### config.mk
export PLATFORM = sky130hd
export DESIGN_NAME = dda_line_rasterizer
export DESIGN_NICKNAME = d
export VERILOG_FILES = /design/src/sv/dda_pkg.sv /design/src/sv/dda_div.sv /design/src/sv/dda_line_rasterizer.sv
export SDC_FILE = /design/constraint.sdc
export NUM_CORES = 1
export LEC_CHECK = 0
export BUFFER_PORTS_ARGS = -buffer_cell sky130_fd_sc_hd__buf_2
export CAP_MARGIN = 40
export CORE_ASPECT_RATIO = 1.25
export CORE_MARGIN = 4
export CORE_UTILIZATION = 30
export DETAILED_ROUTE_END_ITERATION = 12
export PLACE_DENSITY = 0.53
export SKIP_LAST_GASP = 1
export SLEW_MARGIN = 30
export SYNTH_ARGS = -nofsm -noshare
export SYNTH_HDL_FRONTEND = slang
export SYNTH_SLANG_ARGS = --single-unit
### constraint.sdc
create_clock -name clk_i -period 5.6 [get_ports clk_i]
set_clock_uncertainty 0.2 [all_clocks]
set_input_delay 0.56 -clock clk_i [delete_from_list [all_inputs] [get_ports clk_i]]
set_output_delay 0.56 -clock clk_i [all_outputs]
set_load 0.02 [all_outputs]
### src/sv/dda_pkg.sv
// Shared types and codes for the DDA line rasterizer.
package dda_pkg;

  // Operation codes carried on the input word.
  localparam logic OP_START   = 1'b0;
  localparam logic OP_ADVANCE = 1'b1;

  // Control from the sequencer to a bit-serial divider.
  typedef struct packed {
    logic load;
    logic shift;
  } div_ctrl_t;

endpackage

### src/sv/dda_div.sv
// Restoring divider, one quotient bit per cycle while shift is asserted.
module dda_div import dda_pkg::*; #(
  parameter int unsigned NUM_W = 31,
  parameter int unsigned DEN_W = 10
) (
  input  logic             clk_i,
  input  div_ctrl_t        ctrl_i,
  input  logic [NUM_W-1:0] num_i,
  input  logic [DEN_W-1:0] den_i,
  output logic [NUM_W-1:0] quo_o
);

  logic [DEN_W-1:0] rem_q, rem_d;
  logic [NUM_W-1:0] quo_q, quo_d;
  logic [DEN_W-1:0] den_q, den_d;
  logic [DEN_W:0]   trial;
  logic [DEN_W:0]   diff;
  logic             ge;

  // Numerator bits leave at the top of quo_q while quotient bits enter below.
  assign trial = {rem_q, quo_q[NUM_W-1]};
  assign diff  = trial - {1'b0, den_q};
  assign ge    = trial >= {1'b0, den_q};

  always_comb begin
    rem_d = rem_q;
    quo_d = quo_q;
    den_d = den_q;
    if (ctrl_i.load) begin
      rem_d = '0;
      quo_d = num_i;
      den_d = den_i;
    end else if (ctrl_i.shift) begin
      rem_d = ge ? diff[DEN_W-1:0] : trial[DEN_W-1:0];
      quo_d = {quo_q[NUM_W-2:0], ge};
    end
  end

  always_ff @(posedge clk_i) begin
    rem_q <= rem_d;
    quo_q <= quo_d;
    den_q <= den_d;
  end

  assign quo_o = quo_q;

endmodule

### src/sv/dda_line_rasterizer.sv
// DDA line rasterizer top level: sequencer, bit-serial accumulators, output register.
//
//   channel | direction | handshake               | word
//   --------+-----------+-------------------------+--------------------------------------
//   in      | input     | in_valid_i / in_ready_o | operation, x/y_start, x/y_finish
//   out     | output    | out_valid_o/out_ready_i | pixel_valid, pixel_x, pixel_y, last_pixel
//
// A start of a non-empty line loads the restoring dividers, which make one increment bit
// per cycle, then applies the endpoint signs to the increments. An advance on an active
// line runs the bit-serial accumulator adders. A zero-length start or an idle advance goes
// straight to the output register. One word is in work at a time.
// Reset clears the line state to idle and empties the output register. A stalled output
// register holds its word; the next input word is still taken, and its result waits.
module dda_line_rasterizer import dda_pkg::*; #(
  parameter int unsigned COORD_BITS = 10,
  parameter int unsigned FRAC_BITS  = 20
) (
  input  logic                  clk_i,
  input  logic                  rst_ni,
  input  logic                  in_valid_i,
  output logic                  in_ready_o,
  input  logic                  operation_i,
  input  logic [COORD_BITS-1:0] x_start_i,
  input  logic [COORD_BITS-1:0] y_start_i,
  input  logic [COORD_BITS-1:0] x_finish_i,
  input  logic [COORD_BITS-1:0] y_finish_i,
  output logic                  out_valid_o,
  input  logic                  out_ready_i,
  output logic                  pixel_valid_o,
  output logic [COORD_BITS-1:0] pixel_x_o,
  output logic [COORD_BITS-1:0] pixel_y_o,
  output logic                  last_pixel_o
);

  localparam int unsigned ACC_W = COORD_BITS + FRAC_BITS;
  localparam int unsigned NUM_W = ACC_W + 1;
  localparam int unsigned CNT_W = $clog2(NUM_W);

  typedef enum logic [2:0] {
    S_IDLE,
    S_LOAD,
    S_DIV,
    S_SIGN,
    S_ADD,
    S_DONE
  } state_e;

  state_e                state_q, state_d;
  logic [CNT_W-1:0]      cnt_q, cnt_d;
  logic [ACC_W-1:0]      x_acc_q, x_acc_d, y_acc_q, y_acc_d;
  logic [ACC_W-1:0]      x_inc_q, x_inc_d, y_inc_q, y_inc_d;
  logic                  x_carry_q, x_carry_d, y_carry_q, y_carry_d;
  logic [COORD_BITS-1:0] steps_q, steps_d;
  logic                  active_q, active_d;
  logic                  x_neg_q, x_neg_d, y_neg_q, y_neg_d;
  logic [COORD_BITS-1:0] x_mag_q, x_mag_d, y_mag_q, y_mag_d;
  logic [COORD_BITS-1:0] step_q, step_d;
  logic                  res_valid_q, res_valid_d, res_last_q, res_last_d;
  logic                  out_valid_q, out_valid_d;
  logic                  out_pv_q, out_pv_d, out_last_q, out_last_d;
  logic [COORD_BITS-1:0] out_x_q, out_x_d, out_y_q, out_y_d;

  logic                  in_neg_x, in_neg_y;
  logic [COORD_BITS-1:0] in_mag_x, in_mag_y, in_step;
  logic [NUM_W-1:0]      x_num, y_num, x_quo, y_quo;
  logic                  x_sum, y_sum, x_cout, y_cout;
  logic [COORD_BITS-1:0] x_pix, y_pix;
  div_ctrl_t             div_ctrl;

  // Endpoint differences of the incoming word.
  assign in_neg_x = x_finish_i < x_start_i;
  assign in_neg_y = y_finish_i < y_start_i;
  assign in_mag_x = in_neg_x ? x_start_i - x_finish_i : x_finish_i - x_start_i;
  assign in_mag_y = in_neg_y ? y_start_i - y_finish_i : y_finish_i - y_start_i;
  assign in_step  = (in_mag_x > in_mag_y) ? in_mag_x : in_mag_y;

  // Rounded-to-nearest increment magnitude: (|d| * 2^F + step/2) / step.
  assign x_num = NUM_W'({x_mag_q, {FRAC_BITS{1'b0}}}) + NUM_W'(step_q >> 1);
  assign y_num = NUM_W'({y_mag_q, {FRAC_BITS{1'b0}}}) + NUM_W'(step_q >> 1);

  assign div_ctrl.load  = (state_q == S_LOAD);
  assign div_ctrl.shift = (state_q == S_DIV);

  dda_div #(.NUM_W(NUM_W), .DEN_W(COORD_BITS)) u_div_x (
    .clk_i  (clk_i),
    .ctrl_i (div_ctrl),
    .num_i  (x_num),
    .den_i  (step_q),
    .quo_o  (x_quo)
  );

  dda_div #(.NUM_W(NUM_W), .DEN_W(COORD_BITS)) u_div_y (
    .clk_i  (clk_i),
    .ctrl_i (div_ctrl),
    .num_i  (y_num),
    .den_i  (step_q),
    .quo_o  (y_quo)
  );

  // One full adder per axis; accumulator and increment rotate right each cycle of S_ADD.
  assign x_sum  = x_acc_q[0] ^ x_inc_q[0] ^ x_carry_q;
  assign y_sum  = y_acc_q[0] ^ y_inc_q[0] ^ y_carry_q;
  assign x_cout = (x_acc_q[0] & x_inc_q[0]) | (x_carry_q & (x_acc_q[0] ^ x_inc_q[0]));
  assign y_cout = (y_acc_q[0] & y_inc_q[0]) | (y_carry_q & (y_acc_q[0] ^ y_inc_q[0]));

  // Round to nearest: add half an LSB at the binary point.
  assign x_pix = x_acc_q[ACC_W-1:FRAC_BITS] + COORD_BITS'(x_acc_q[FRAC_BITS-1]);
  assign y_pix = y_acc_q[ACC_W-1:FRAC_BITS] + COORD_BITS'(y_acc_q[FRAC_BITS-1]);

  assign in_ready_o = (state_q == S_IDLE);

  always_comb begin
    state_d     = state_q;
    cnt_d       = cnt_q;
    x_acc_d     = x_acc_q;
    y_acc_d     = y_acc_q;
    x_inc_d     = x_inc_q;
    y_inc_d     = y_inc_q;
    x_carry_d   = x_carry_q;
    y_carry_d   = y_carry_q;
    steps_d     = steps_q;
    active_d    = active_q;
    x_neg_d     = x_neg_q;
    y_neg_d     = y_neg_q;
    x_mag_d     = x_mag_q;
    y_mag_d     = y_mag_q;
    step_d      = step_q;
    res_valid_d = res_valid_q;
    res_last_d  = res_last_q;
    out_valid_d = out_valid_q;
    out_pv_d    = out_pv_q;
    out_last_d  = out_last_q;
    out_x_d     = out_x_q;
    out_y_d     = out_y_q;

    if (out_valid_q && out_ready_i) begin
      out_valid_d = 1'b0;
    end

    case (state_q)
      S_IDLE: begin
        if (in_valid_i) begin
          if (operation_i == OP_START) begin
            x_acc_d     = {x_start_i, {FRAC_BITS{1'b0}}};
            y_acc_d     = {y_start_i, {FRAC_BITS{1'b0}}};
            x_inc_d     = '0;
            y_inc_d     = '0;
            x_neg_d     = in_neg_x;
            y_neg_d     = in_neg_y;
            x_mag_d     = in_mag_x;
            y_mag_d     = in_mag_y;
            step_d      = in_step;
            steps_d     = in_step;
            active_d    = (in_step != '0);
            res_valid_d = 1'b1;
            res_last_d  = (in_step == '0);
            state_d     = (in_step == '0) ? S_DONE : S_LOAD;
          end else if (!active_q) begin
            res_valid_d = 1'b0;
            res_last_d  = 1'b0;
            state_d     = S_DONE;
          end else begin
            steps_d     = steps_q - COORD_BITS'(1);
            active_d    = (steps_q != COORD_BITS'(1));
            res_valid_d = 1'b1;
            res_last_d  = (steps_q == COORD_BITS'(1));
            x_carry_d   = 1'b0;
            y_carry_d   = 1'b0;
            cnt_d       = CNT_W'(ACC_W - 1);
            state_d     = S_ADD;
          end
        end
      end
      S_LOAD: begin
        cnt_d   = CNT_W'(NUM_W - 1);
        state_d = S_DIV;
      end
      S_DIV: begin
        if (cnt_q == '0) begin
          state_d = S_SIGN;
        end else begin
          cnt_d = cnt_q - CNT_W'(1);
        end
      end
      S_SIGN: begin
        x_inc_d = x_neg_q ? {ACC_W{1'b0}} - x_quo[ACC_W-1:0] : x_quo[ACC_W-1:0];
        y_inc_d = y_neg_q ? {ACC_W{1'b0}} - y_quo[ACC_W-1:0] : y_quo[ACC_W-1:0];
        state_d = S_DONE;
      end
      S_ADD: begin
        x_acc_d   = {x_sum, x_acc_q[ACC_W-1:1]};
        y_acc_d   = {y_sum, y_acc_q[ACC_W-1:1]};
        x_inc_d   = {x_inc_q[0], x_inc_q[ACC_W-1:1]};
        y_inc_d   = {y_inc_q[0], y_inc_q[ACC_W-1:1]};
        x_carry_d = x_cout;
        y_carry_d = y_cout;
        if (cnt_q == '0) begin
          state_d = S_DONE;
        end else begin
          cnt_d = cnt_q - CNT_W'(1);
        end
      end
      S_DONE: begin
        // Hold the result until the output register frees.
        if (!out_valid_q || out_ready_i) begin
          out_valid_d = 1'b1;
          out_pv_d    = res_valid_q;
          out_last_d  = res_last_q;
          out_x_d     = res_valid_q ? x_pix : '0;
          out_y_d     = res_valid_q ? y_pix : '0;
          state_d     = S_IDLE;
        end
      end
      default: begin
        state_d = S_IDLE;
      end
    endcase
  end

  always_ff @(posedge clk_i or negedge rst_ni) begin
    if (!rst_ni) begin
      state_q     <= S_IDLE;
      cnt_q       <= '0;
      x_acc_q     <= '0;
      y_acc_q     <= '0;
      x_inc_q     <= '0;
      y_inc_q     <= '0;
      x_carry_q   <= 1'b0;
      y_carry_q   <= 1'b0;
      steps_q     <= '0;
      active_q    <= 1'b0;
      x_neg_q     <= 1'b0;
      y_neg_q     <= 1'b0;
      x_mag_q     <= '0;
      y_mag_q     <= '0;
      step_q      <= '0;
      res_valid_q <= 1'b0;
      res_last_q  <= 1'b0;
      out_valid_q <= 1'b0;
      out_pv_q    <= 1'b0;
      out_last_q  <= 1'b0;
      out_x_q     <= '0;
      out_y_q     <= '0;
    end else begin
      state_q     <= state_d;
      cnt_q       <= cnt_d;
      x_acc_q     <= x_acc_d;
      y_acc_q     <= y_acc_d;
      x_inc_q     <= x_inc_d;
      y_inc_q     <= y_inc_d;
      x_carry_q   <= x_carry_d;
      y_carry_q   <= y_carry_d;
      steps_q     <= steps_d;
      active_q    <= active_d;
      x_neg_q     <= x_neg_d;
      y_neg_q     <= y_neg_d;
      x_mag_q     <= x_mag_d;
      y_mag_q     <= y_mag_d;
      step_q      <= step_d;
      res_valid_q <= res_valid_d;
      res_last_q  <= res_last_d;
      out_valid_q <= out_valid_d;
      out_pv_q    <= out_pv_d;
      out_last_q  <= out_last_d;
      out_x_q     <= out_x_d;
      out_y_q     <= out_y_d;
    end
  end

  assign out_valid_o   = out_valid_q;
  assign pixel_valid_o = out_pv_q;
  assign pixel_x_o     = out_x_q;
  assign pixel_y_o     = out_y_q;
  assign last_pixel_o  = out_last_q;

endmodule

Word-level counts from Yosys, hierarchy flattened
Index checks and enable logic that the tools add are counted.
{ "word_totals": {"elab_cells": 146, "in_bits": 45, "out_inout_bits": 24, "reg_bits": 290} }
{ "classes": {"addsub": 14, "mux": 52, "reduce_logical": 21, "eq_ne": 16, "bitwise_logic": 11, "n_lt_le_gt_ge": 5} }
{ "op_table": {"columns": ["operator", "n"], "rows": [
  ["$mux 30", 8],
  ["$pmux 30 s3", 2],
  ["$mux 31", 4],
  ["$pmux 30 s2", 2],
  ["$mux 10", 9],
  ["$add 30x9->31", 2],
  ["$sub 1x30->30 const A", 2],
  ["$sub 10x10->10", 6],
  ["$ge 11x10->1", 2],
  ["$add 10x1->10", 2],
  ["$lt 10x10->1", 2],
  ["$mux 5", 4],
  ["$mux 3", 6],
  ["$pmux 3 s6", 1],
  ["$pmux 5 s3", 1],
  ["$mux 1", 13],
  ["$reduce_and 3->1", 4],
  ["$eq 10x1->1 const B", 1],
  ["$gt 10x10->1", 1],
  ["$logic_not 10->1", 1],
  ["$ne 10x1->1 const B", 1],
  ["$ne 2x2->1 const B", 5],
  ["$reduce_bool 10->1", 1],
  ["$sub 10x1->10 const B", 1],
  ["other kinds (21)", 38]
]} }

Logic depth before layout (Yosys ltp)
Gate-level depths: netlist of the first run.
{ "logic_depth": {"ltp_word": 9, "ltp_mapped": 21, "ltp_nobuf": 21} }

Cells and area by module
A second synthesis of the first run with hierarchy kept.
{ "unflattened": {"cells_unflattened": 1742, "hier_area_um2": 17071.4} }
{ "modules_own_cells": {"columns": ["module", "cells_each", "seq_area_each_um2", "area_per_inst_um2", "n_inst"], "rows": [
  ["dda_line_rasterizer", 1322, 4954.8, 11828.8, 1],
  ["dda_div", 210, 1431.4, 2621.3, 2]
]} }

Worst setup path after synthesis of the first run
OpenSTA, ideal clock, no wires.
{ "synth_path": {"path_kind": "in2reg", "start": "input port y_finish_i[0]", "end": "register state_q[2]", "setup_ps": 144, "t_arrival_ps": 4238, "slack_ps": 1019, "cell_stages": 20, "path_buffers": 0, "required_time_ps": 5256, "cell_sequence": "inv_1 -> ha_1 -> fa_1 -> nor2b_1 -> o21ai_1 -> a211oi_2 -> o31ai_1 -> o21ai_1 -> xor2_1 -> inv_1 -> ha_1 -> nand4_1 -> nor3_1 -> o21ai_1 -> a31oi_1 -> inv_1 -> and3_1 -> a32o_1 -> nand3_1 -> a22oi_1"} }
{ "synth_between": {"elab_chain_cells": 9, "word_cells_on_any_way": 11, "cone_classes": "add/sub: 2; order compare: 2; mux: 6; reduce/logical: 1"} }
{ "synth_rtl": {"columns": ["item", "line_no", "text"], "rows": [
  ["from (decl)", "dda_line_rasterizer.sv:26", "input logic [COORD_BITS-1:0] y_finish_i,"],
  ["$sub 10x10->10 / $lt 10x10->1 (equally long branches)", "dda_line_rasterizer.sv:74, dda_line_rasterizer.sv:72", null],
  ["$mux 10 *", "dda_line_rasterizer.sv:74", "assign in_mag_y = in_neg_y ? y_start_i - y_finish_i : y_finish_i - y_start_i;"],
  ["$gt 10x10->1", "dda_line_rasterizer.sv:75", "assign in_step = (in_mag_x > in_mag_y) ? in_mag_x : in_mag_y;"],
  ["$mux 10 *", "dda_line_rasterizer.sv:75", null],
  ["$logic_not 10->1 *", "dda_line_rasterizer.sv:157", "state_d = (in_step == '0) ? S_DONE : S_LOAD;"],
  ["$mux 3 *", "dda_line_rasterizer.sv:157", null],
  ["$mux 3 *", "dda_line_rasterizer.sv:143", "if (operation_i == OP_START) begin"],
  ["$mux 3 *", "dda_line_rasterizer.sv:142", "if (in_valid_i) begin"],
  ["$pmux 3 s6 *", "dda_line_rasterizer.sv:140", "case (state_q)"],
  ["to (signal assigned)", "dda_line_rasterizer.sv:245", "state_q <= state_d;"],
  ["to (decl)", "dda_line_rasterizer.sv:48", "state_e state_q, state_d;"]
]} }
Every way passes the cells marked *; elsewhere a longest branch is shown, timed or not. The select of a mux whose other input is x is not followed.
A chain may end at the register's enable or synchronous reset.

Worst setup path after layout of the first run
Same ends and word-level chain as after synthesis.

==> run metrics, run 1 <==
first-pass GRT wire length=65.8 mm; wire length per cell=16.4 µm; Simple-Gate Fraction of Synth Area=14.6%; CP endpoint kind=flip-flop; Final GP Congestion=0.814; RSZ-0062 raised after global routing=false; relative slew slack=52.6%; multiplexer share of the synthesized area=2.21%; IO Count=69; placed inst area=17200 µm²; IO Port Bufs=68; flop-to-flop setup slack=2.40 ns; Pwr Total=10.1 mW; Root Buffer=clkbuf_16; final net count=1861; clock sinks=290; Yosys reg bits=290; share of layout cells above drive strength 1=10.6%; post-CTS setup buffers=0; Setup TNS=0 ns; fin crit period=4.81 ns; slew of the pin with the lowest slew margin=0.710 ns; Peak VDD IR=281 µV; Yosys warnings=0; Reg2Reg Launch Point=u_div_y.den_q[1]$_DFFE_PP_; Hold Buf Count CTS=1; Congestion Overflow GR=0; CTS tree=built; max-cap violation count=0; DRT iter0 DRCs=626; crit path to=state_q[2]$_DFFE_PN0P_; worst min path class=primary input to flip-flop; # fillers=5479; largest net degree at the start of global routing=122; power per standard cell area=549 nW/µm²; critical setup path kind=primary input to flip-flop; R2R cell count=12; Syn Area/Cell=9.52 µm²; total CTS buffers=31; remaining antenna violation count after routing=0; main combinational cell family by area after synthesis=compound AO/OA/AOI/OAI gates; Die H=267 µm; Core Region=52900 µm²; via count=12400; crit path launch type=primary input; final hold violation count=0; Longest Clk Path Bufs=3; drt pass-1 iters=5; Layout Utilization=34.7%; Clock Pin Slew Worst Setup and Hold Paths=0.07 ns; Leak=8.09 nW; FFs w/ async S/R, synth=68.3%; Post-DP HPWL=27.7 mm; htree depth=1; Adder-Cell Fraction of Synth Area=7.05%; WP data arrival=5.05 ns; synth unique cells=72; dominant synthesized flop cell=dfrtp_1; total die area=57500 µm²; final setup fails=0; Cell Area, Synth=16100 µm²; Post-synth EDFFs=72; Starting Density=30.4%; max-slew violations=0; # resized after CTS=0; fmax=208 MHz; routed vias/inst=5.10; largest fanout on the critical path=12; Final Cycle Share=85.9%; antenna cells=0; Critical Path Source=y_finish_i[0]; Worst-Skew Late Latency=0.58 ns; gr usage total=13.7%; synthesized net count=1822; status=complete, no violations; vias in the first global route=12500; Mapped Cells=1691; post-route cell area=18400 µm²; area delta synth->final=14.0%; Die W=215 µm; row cnt=94; Remaining DRCs=0; initial antenna violation count=0; WP data required=5.83 ns; Synth Area in XOR/XNOR=5.17%; compound-cell area share of the yosys netlist=20.1%; R2R Path End=u_div_y.rem_q[8]$_SDFFE_PP0P_; DRT Wirelength=39.8 mm; post-synthesis sequential area ratio=46.7%
## metrics by stage
| stage | worst slack, ns | cells | hold slack [ns] |
|---|---|---|---|
| 3_3_place_gp | 0.372 | 2362 | 0.236 |
| 4_1_cts | 0.839 | 2423 | 0.0922 |
| 6_report | 0.787 | 2427 | 0.112 |
| 3_5_place_dp | 0.212 | 2364 | 0.246 |
| 5_1_grt | 0.305 | 2427 | 0.139 |
| 2_1_floorplan | 1.02 | 1691 | 0.0644 |
## Yosys cell counts (64+ instances only)
master | instances | area, µm²
dfrtp_1 | 198 | 4950
a21oi_1 | 73 | 365
nand2_1 | 276 | 1040
inv_1 | 90 | 338
o21ai_1 | 86 | 430
edfxtp_1 | 72 | 2160
xor2_1 | 64 | 561
ha_1 | 78 | 976
clkbuf_1 | 80 | 300
o21ai_0 | 113 | 566
nor2_1 | 77 | 289
## worst min-delay path by stage
stage | from | end | slack, ns | depth (start not counted)
after floorplan | rst_ni | active_q$_DFFE_PN0P_ | 0.06 | 0
after global placement | step_q[0]$_DFFE_PN0P_ | u_div_y.den_q[0]$_DFFE_PP_ | 0.24 | 0
after detailed placement | step_q[0]$_DFFE_PN0P_ | u_div_y.den_q[0]$_DFFE_PP_ | 0.25 | 0
after CTS | y_start_i[9] | y_acc_q[29]$_DFFE_PN0P_ | 0.09 | 3
after global routing | y_start_i[9] | y_acc_q[29]$_DFFE_PN0P_ | 0.14 | 3
final | y_start_i[9] | y_acc_q[29]$_DFFE_PN0P_ | 0.11 | 3
## cell families after synthesis
| kind of cell | Yosys count |
|---|---|
| xor+xnor | 95 |
| compound gates | 494 |
| mux | 35 |
| flops | 290 |
| simple gates | 513 |
| buf+inv | 178 |
| fa+ha+maj | 86 |
## worst max-delay path: stages
cell and delay (ns):
buf_2 0.09, inv_1 0.04, ha_1 0.21, fa_1 0.40, nor2b_1 0.20, o21ai_1 0.15
a211oi_2 0.48, o31ai_1 0.20, o21ai_1 0.18, xor2_1 0.26, inv_1 0.10, ha_1 0.30
nand4_1 0.11, nor3_1 0.23, o21ai_1 0.09, a31oi_1 0.40, inv_1 0.31, and3_1 0.26
a32o_1 0.28, nand3_1 0.13, a22oi_1 0.08
## layout by cell type (no fill, tap or decap), drive strengths merged, types with 9 or more instances in the layout
| master | Yosys | routed |
|---|---|---|
| a22o | 44 | 44 |
| buf | 7 | 90 |
| o211ai | 15 | 15 |
| a32oi | 44 | 44 |
| clkbuf | 80 | 42 |
| a21o | 24 | 24 |
| mux2i | 31 | 31 |
| inv | 91 | 92 |
| nand4 | 9 | 9 |
| a31oi | 10 | 10 |
| dfxtp | 20 | 20 |
| and2 | 32 | 32 |
| xor2 | 64 | 64 |
| xnor2 | 31 | 31 |
| or4 | 15 | 15 |
| nand3 | 32 | 32 |
| a21oi | 74 | 74 |
| o21ai | 199 | 199 |
| o31ai | 20 | 20 |
| edfxtp | 72 | 72 |
| nor2 | 77 | 77 |
| ha | 78 | 78 |
| dfrtp | 198 | 198 |
| nand2 | 277 | 277 |
| nor2b | 14 | 14 |
| nand2b | 15 | 15 |
| nor3 | 17 | 17 |
## flip-flops by register name, indices dropped and copies added (netlist names), 3 cells and up
| signal | cells |
|---|---|
| pixel_y_o | 10 |
| state_q | 3 |
| u_div_y.den_q | 10 |
| u_div_y.rem_q | 10 |
| y_mag_q | 10 |
| u_div_y.quo_o | 31 |
| y_inc_q | 30 |
| u_div_x.quo_o | 31 |
| x_acc_q | 30 |
| y_acc_q | 30 |
| cnt_q | 5 |
| u_div_x.rem_q | 10 |
| x_inc_q | 30 |
| steps_q | 10 |
| step_q | 10 |
| x_mag_q | 10 |
| pixel_x_o | 10 |
## layer usage
layer | GRT usage [%] | vias up | share of wire [%]
li1 | - | 6097 | -
met4 | 4.13 | 0 | 2.4
met3 | 1.59 | 56 | 2.8
met2 | 25.3 | 173 | 52
met5 | 0 | - | 0
met1 | 16.7 | 6061 | 43
## area by class of cell
cell class	instances	area (µm²)	area share, %
flip-flops and latches	290	7520	40.9
multi-input cells	1223	7950	43.3
repair buffers	93	588	3.20
clock inverters	18	239	1.30
inverters	91	342	1.86
clock buffers	40	880	4.79
well taps	672	841	4.58
## report_power, final
group | total, mW | internal (mW) | switching (mW)
Sequential | 3.94 | 3.16 | 0.781
Combinational | 3.92 | 1.53 | 2.39
Clock | 2.23 | 1.34 | 0.893
Total | 10.1 | 6.02 | 4.06
Note: power is estimated with default switching activity, not from simulation.
==> inputs of run 2 (changes only) <==
--- a/config.mk
+++ b/config.mk
@@ -11,7 +11,7 @@
 export CORE_MARGIN = 4
 export CORE_UTILIZATION = 30
 export DETAILED_ROUTE_END_ITERATION = 12
-export PLACE_DENSITY = 0.53
+export PLACE_DENSITY = 0.54
 export SKIP_LAST_GASP = 1
 export SLEW_MARGIN = 30
 export SYNTH_ARGS = -nofsm -noshare
==> constraint.sdc (replaced) <==
create_clock -name clk_i -period 4.2 [get_ports clk_i]
set_clock_uncertainty 0.2 [all_clocks]
set_input_delay 0.42 -clock clk_i [delete_from_list [all_inputs] [get_ports clk_i]]
set_output_delay 0.42 -clock clk_i [all_outputs]
set_load 0.02 [all_outputs]
==> run 2 against run 1 <==
  * Cell area grew 4.1%
  * Wire length is essentially flat
  * Non-clock buffer count grew 95
  * Worst setup slack lost 0.50 ns
  * Sequential power grew 33%
  * Register-to-register slack lost 1.5 ns
  * Highest routed layer unchanged
==> run metrics, run 2 (synthesis results as in run 1) <==
status=complete, no violations (unchanged); relative slew slack=55.0% (was 52.6%); antenna cells=0 (unchanged); most frequent cells in the layout=nand2_1 (275), dfrtp_1 (198), o21ai_0 (112) (was nand2_1 (274), dfrtp_1 (198), o21ai_0 (113)); Leak=8.55 nW (was 8.09 nW); Hold WS=0.0631 ns (was 0.112 ns); DRT Wirelength=39.8 mm (about the same); largest fanout on the critical path=3 (was 12); most common cell after layout, fill and taps aside=nand2_1 (unchanged); Setup TNS=0 ns (unchanged); Longest Clk Path Bufs=3 (unchanged); placed inst area=17900 µm² (was 17200 µm²); share of total power in combinational logic=40.1% (was 38.8%); total CTS buffers=34 (was 31); WP data arrival=4.12 ns (was 5.05 ns); Layout Utilization=36.1% (was 34.7%); Clock Pin Slew Worst Setup and Hold Paths=0.06 ns (was 0.07 ns); row cnt=94 (unchanged); Die H=267 µm (unchanged); CP endpoint kind=flip-flop (unchanged); CTS tree=built (unchanged); final net count=1959 (was 1861); area delta synth->final=18.7% (was 14.0%); Root Buffer=clkbuf_16 (unchanged); Reg area=7520 µm² (unchanged); power per standard cell area=706 nW/µm² (was 549 nW/µm²); area of the multi-input gates=8020 µm² (was 7950 µm²); largest net degree at the start of global routing=137 (was 122); WP data required=4.41 ns (was 5.83 ns); Final Cycle Share=93.2%; initial antenna violation count=0 (unchanged); htree depth=2 (was 1); critical setup path kind=primary input to flip-flop (unchanged); Pint=8.07 mW (was 6.02 mW); total die area=57500 µm² (unchanged); drt pass-1 iters=5 (unchanged); Congestion Overflow GR=0 (unchanged); post-route cell area=19100 µm² (was 18400 µm²); Core Region=52900 µm² (unchanged); max-slew violations=0 (unchanged); # fillers=5406 (was 5479); Sw Share=40.2% (was 40.3%); IO Port Bufs=68 (unchanged); Switch Pwr=5.42 mW (was 4.06 mW); DRT iter0 DRCs=695 (was 626); gr usage total=13.8% (was 13.7%); share of layout cells above drive strength 1=15.4% (was 10.6%); Seq pwr share=38.9% (was 39.1%); slew of the pin with the lowest slew margin=0.670 ns (was 0.710 ns); clock sinks=290 (unchanged); Worst-Skew Late Latency=0.52 ns (was 0.58 ns); Clock power frac=21.0% (was 22.1%); final hold violation count=0 (unchanged); RSZ-0062 raised after global routing=false (unchanged); crit path launch type=primary input (unchanged); fmax=256 MHz; Starting Density=30.4% (unchanged); Post-DP HPWL=28.2 mm (was 27.7 mm); Die W=215 µm (unchanged); fin crit period=3.91 ns; vias in the first global route=12900 (was 12500); routed vias/inst=5.01 (was 5.10); first-pass GRT wire length=66.4 mm (was 65.8 mm); max-cap violation count=0 (unchanged); worst min path class=primary input to flip-flop (unchanged); Final GP Congestion=0.828 (was 0.814); final setup fails=0 (unchanged); Remaining DRCs=0 (unchanged); wire length per cell=15.8 µm (was 16.4 µm); remaining antenna violation count after routing=0 (unchanged); IO Count=69 (unchanged); via count=12600 (was 12400); Peak VDD IR=414 µV (was 281 µV)
run 2: area by class of cell:
class / count / area share, %
clock buffers: 50 / 5.14
clock inverters: 11 / 0.426
inverters: 91 / 1.79
multi-input cells: 1223 / 42.0
flip-flops and latches: 290 / 39.3
well taps: 672 / 4.40
repair buffers: 188 / 6.95
run 2: worst max-delay path, stage by stage:
cell	delay, ns
buf_2	0.09
inv_1	0.04
ha_1	0.21
fa_1	0.39
nor2b_1	0.17
o21ai_1	0.14
a211o_1	0.37
a221oi_1	0.28
a21oi_1	0.09
xnor2_1	0.28
ha_1	0.30
a211oi_1	0.24
nor2_1	0.08
nor2_2	0.13
a31oi_4	0.12
a41oi_2	0.21
o2111ai_1	0.16
o22ai_2	0.15
nand3_2	0.12
o2bb2ai_1	0.14
run 2: layer usage:
layer	vias up	track usage, %	wire length [µm]
li1	6305	-	-
met1	6127	16.4	17000
met2	156	25.7	20500
met3	55	1.87	1100
met4	0	4.41	1140
met5	-	0	0
run 2: stage by stage:
stage	std cells	setup WS, ns	power (mW)
final	2525	0.286	13.5
after global routing	2525	0.00817	14.6
after CTS	2522	0.161	13.6
after detailed placement	2460	-0.400	10.7
after global placement	2457	-0.259	10.6
after floorplan	1691	0.0224	8.95
run 2: power groups by stage:
| stage | clock (mW) | combinational (mW) | sequential, mW |
|---|---|---|---|
| after detailed placement | 0 | 5.42 | 5.30 |
| after global placement | 0 | 5.24 | 5.32 |
| after floorplan | 0 | 3.90 | 5.05 |
| after global routing | 3.05 | 6.14 | 5.40 |
| after CTS | 2.93 | 5.45 | 5.25 |
| final | 2.84 | 5.40 | 5.25 |
run 2: path summary, 6_finish.rpt:
kind                       cells past startpoint  slack, ns                        from                       endpoint
setup / recovery                              20       0.29               y_finish_i[0]           active_q$_DFFE_PN0P_
hold / removal                                 3       0.06                y_start_i[9]        y_acc_q[29]$_DFFE_PN0P_
setup reg to reg                              12       0.94  u_div_y.den_q[1]$_DFFE_PP_  u_div_x.rem_q[8]$_SDFFE_PP0P_
hold reg to reg                                0       0.25       step_q[0]$_DFFE_PN0P_     u_div_y.den_q[0]$_DFFE_PP_
max in group asynchronous                      4       2.52                      rst_ni         y_inc_q[9]$_DFFE_PN0P_
min in group asynchronous                      2       0.12                      rst_ni       pixel_x_o[2]$_DFFE_PN0P_
run 2: repair_timing:
| item | in CTS | in global routing |
|---|---|---|
| hold buffers | 1 | 0 |
| buffers inserted | 0 | 1 |
| setup endpoints to repair | 0 | 13 |
| gates resized for setup | 0 | 14 |
| hold endpoints to repair | 93 | 0 |
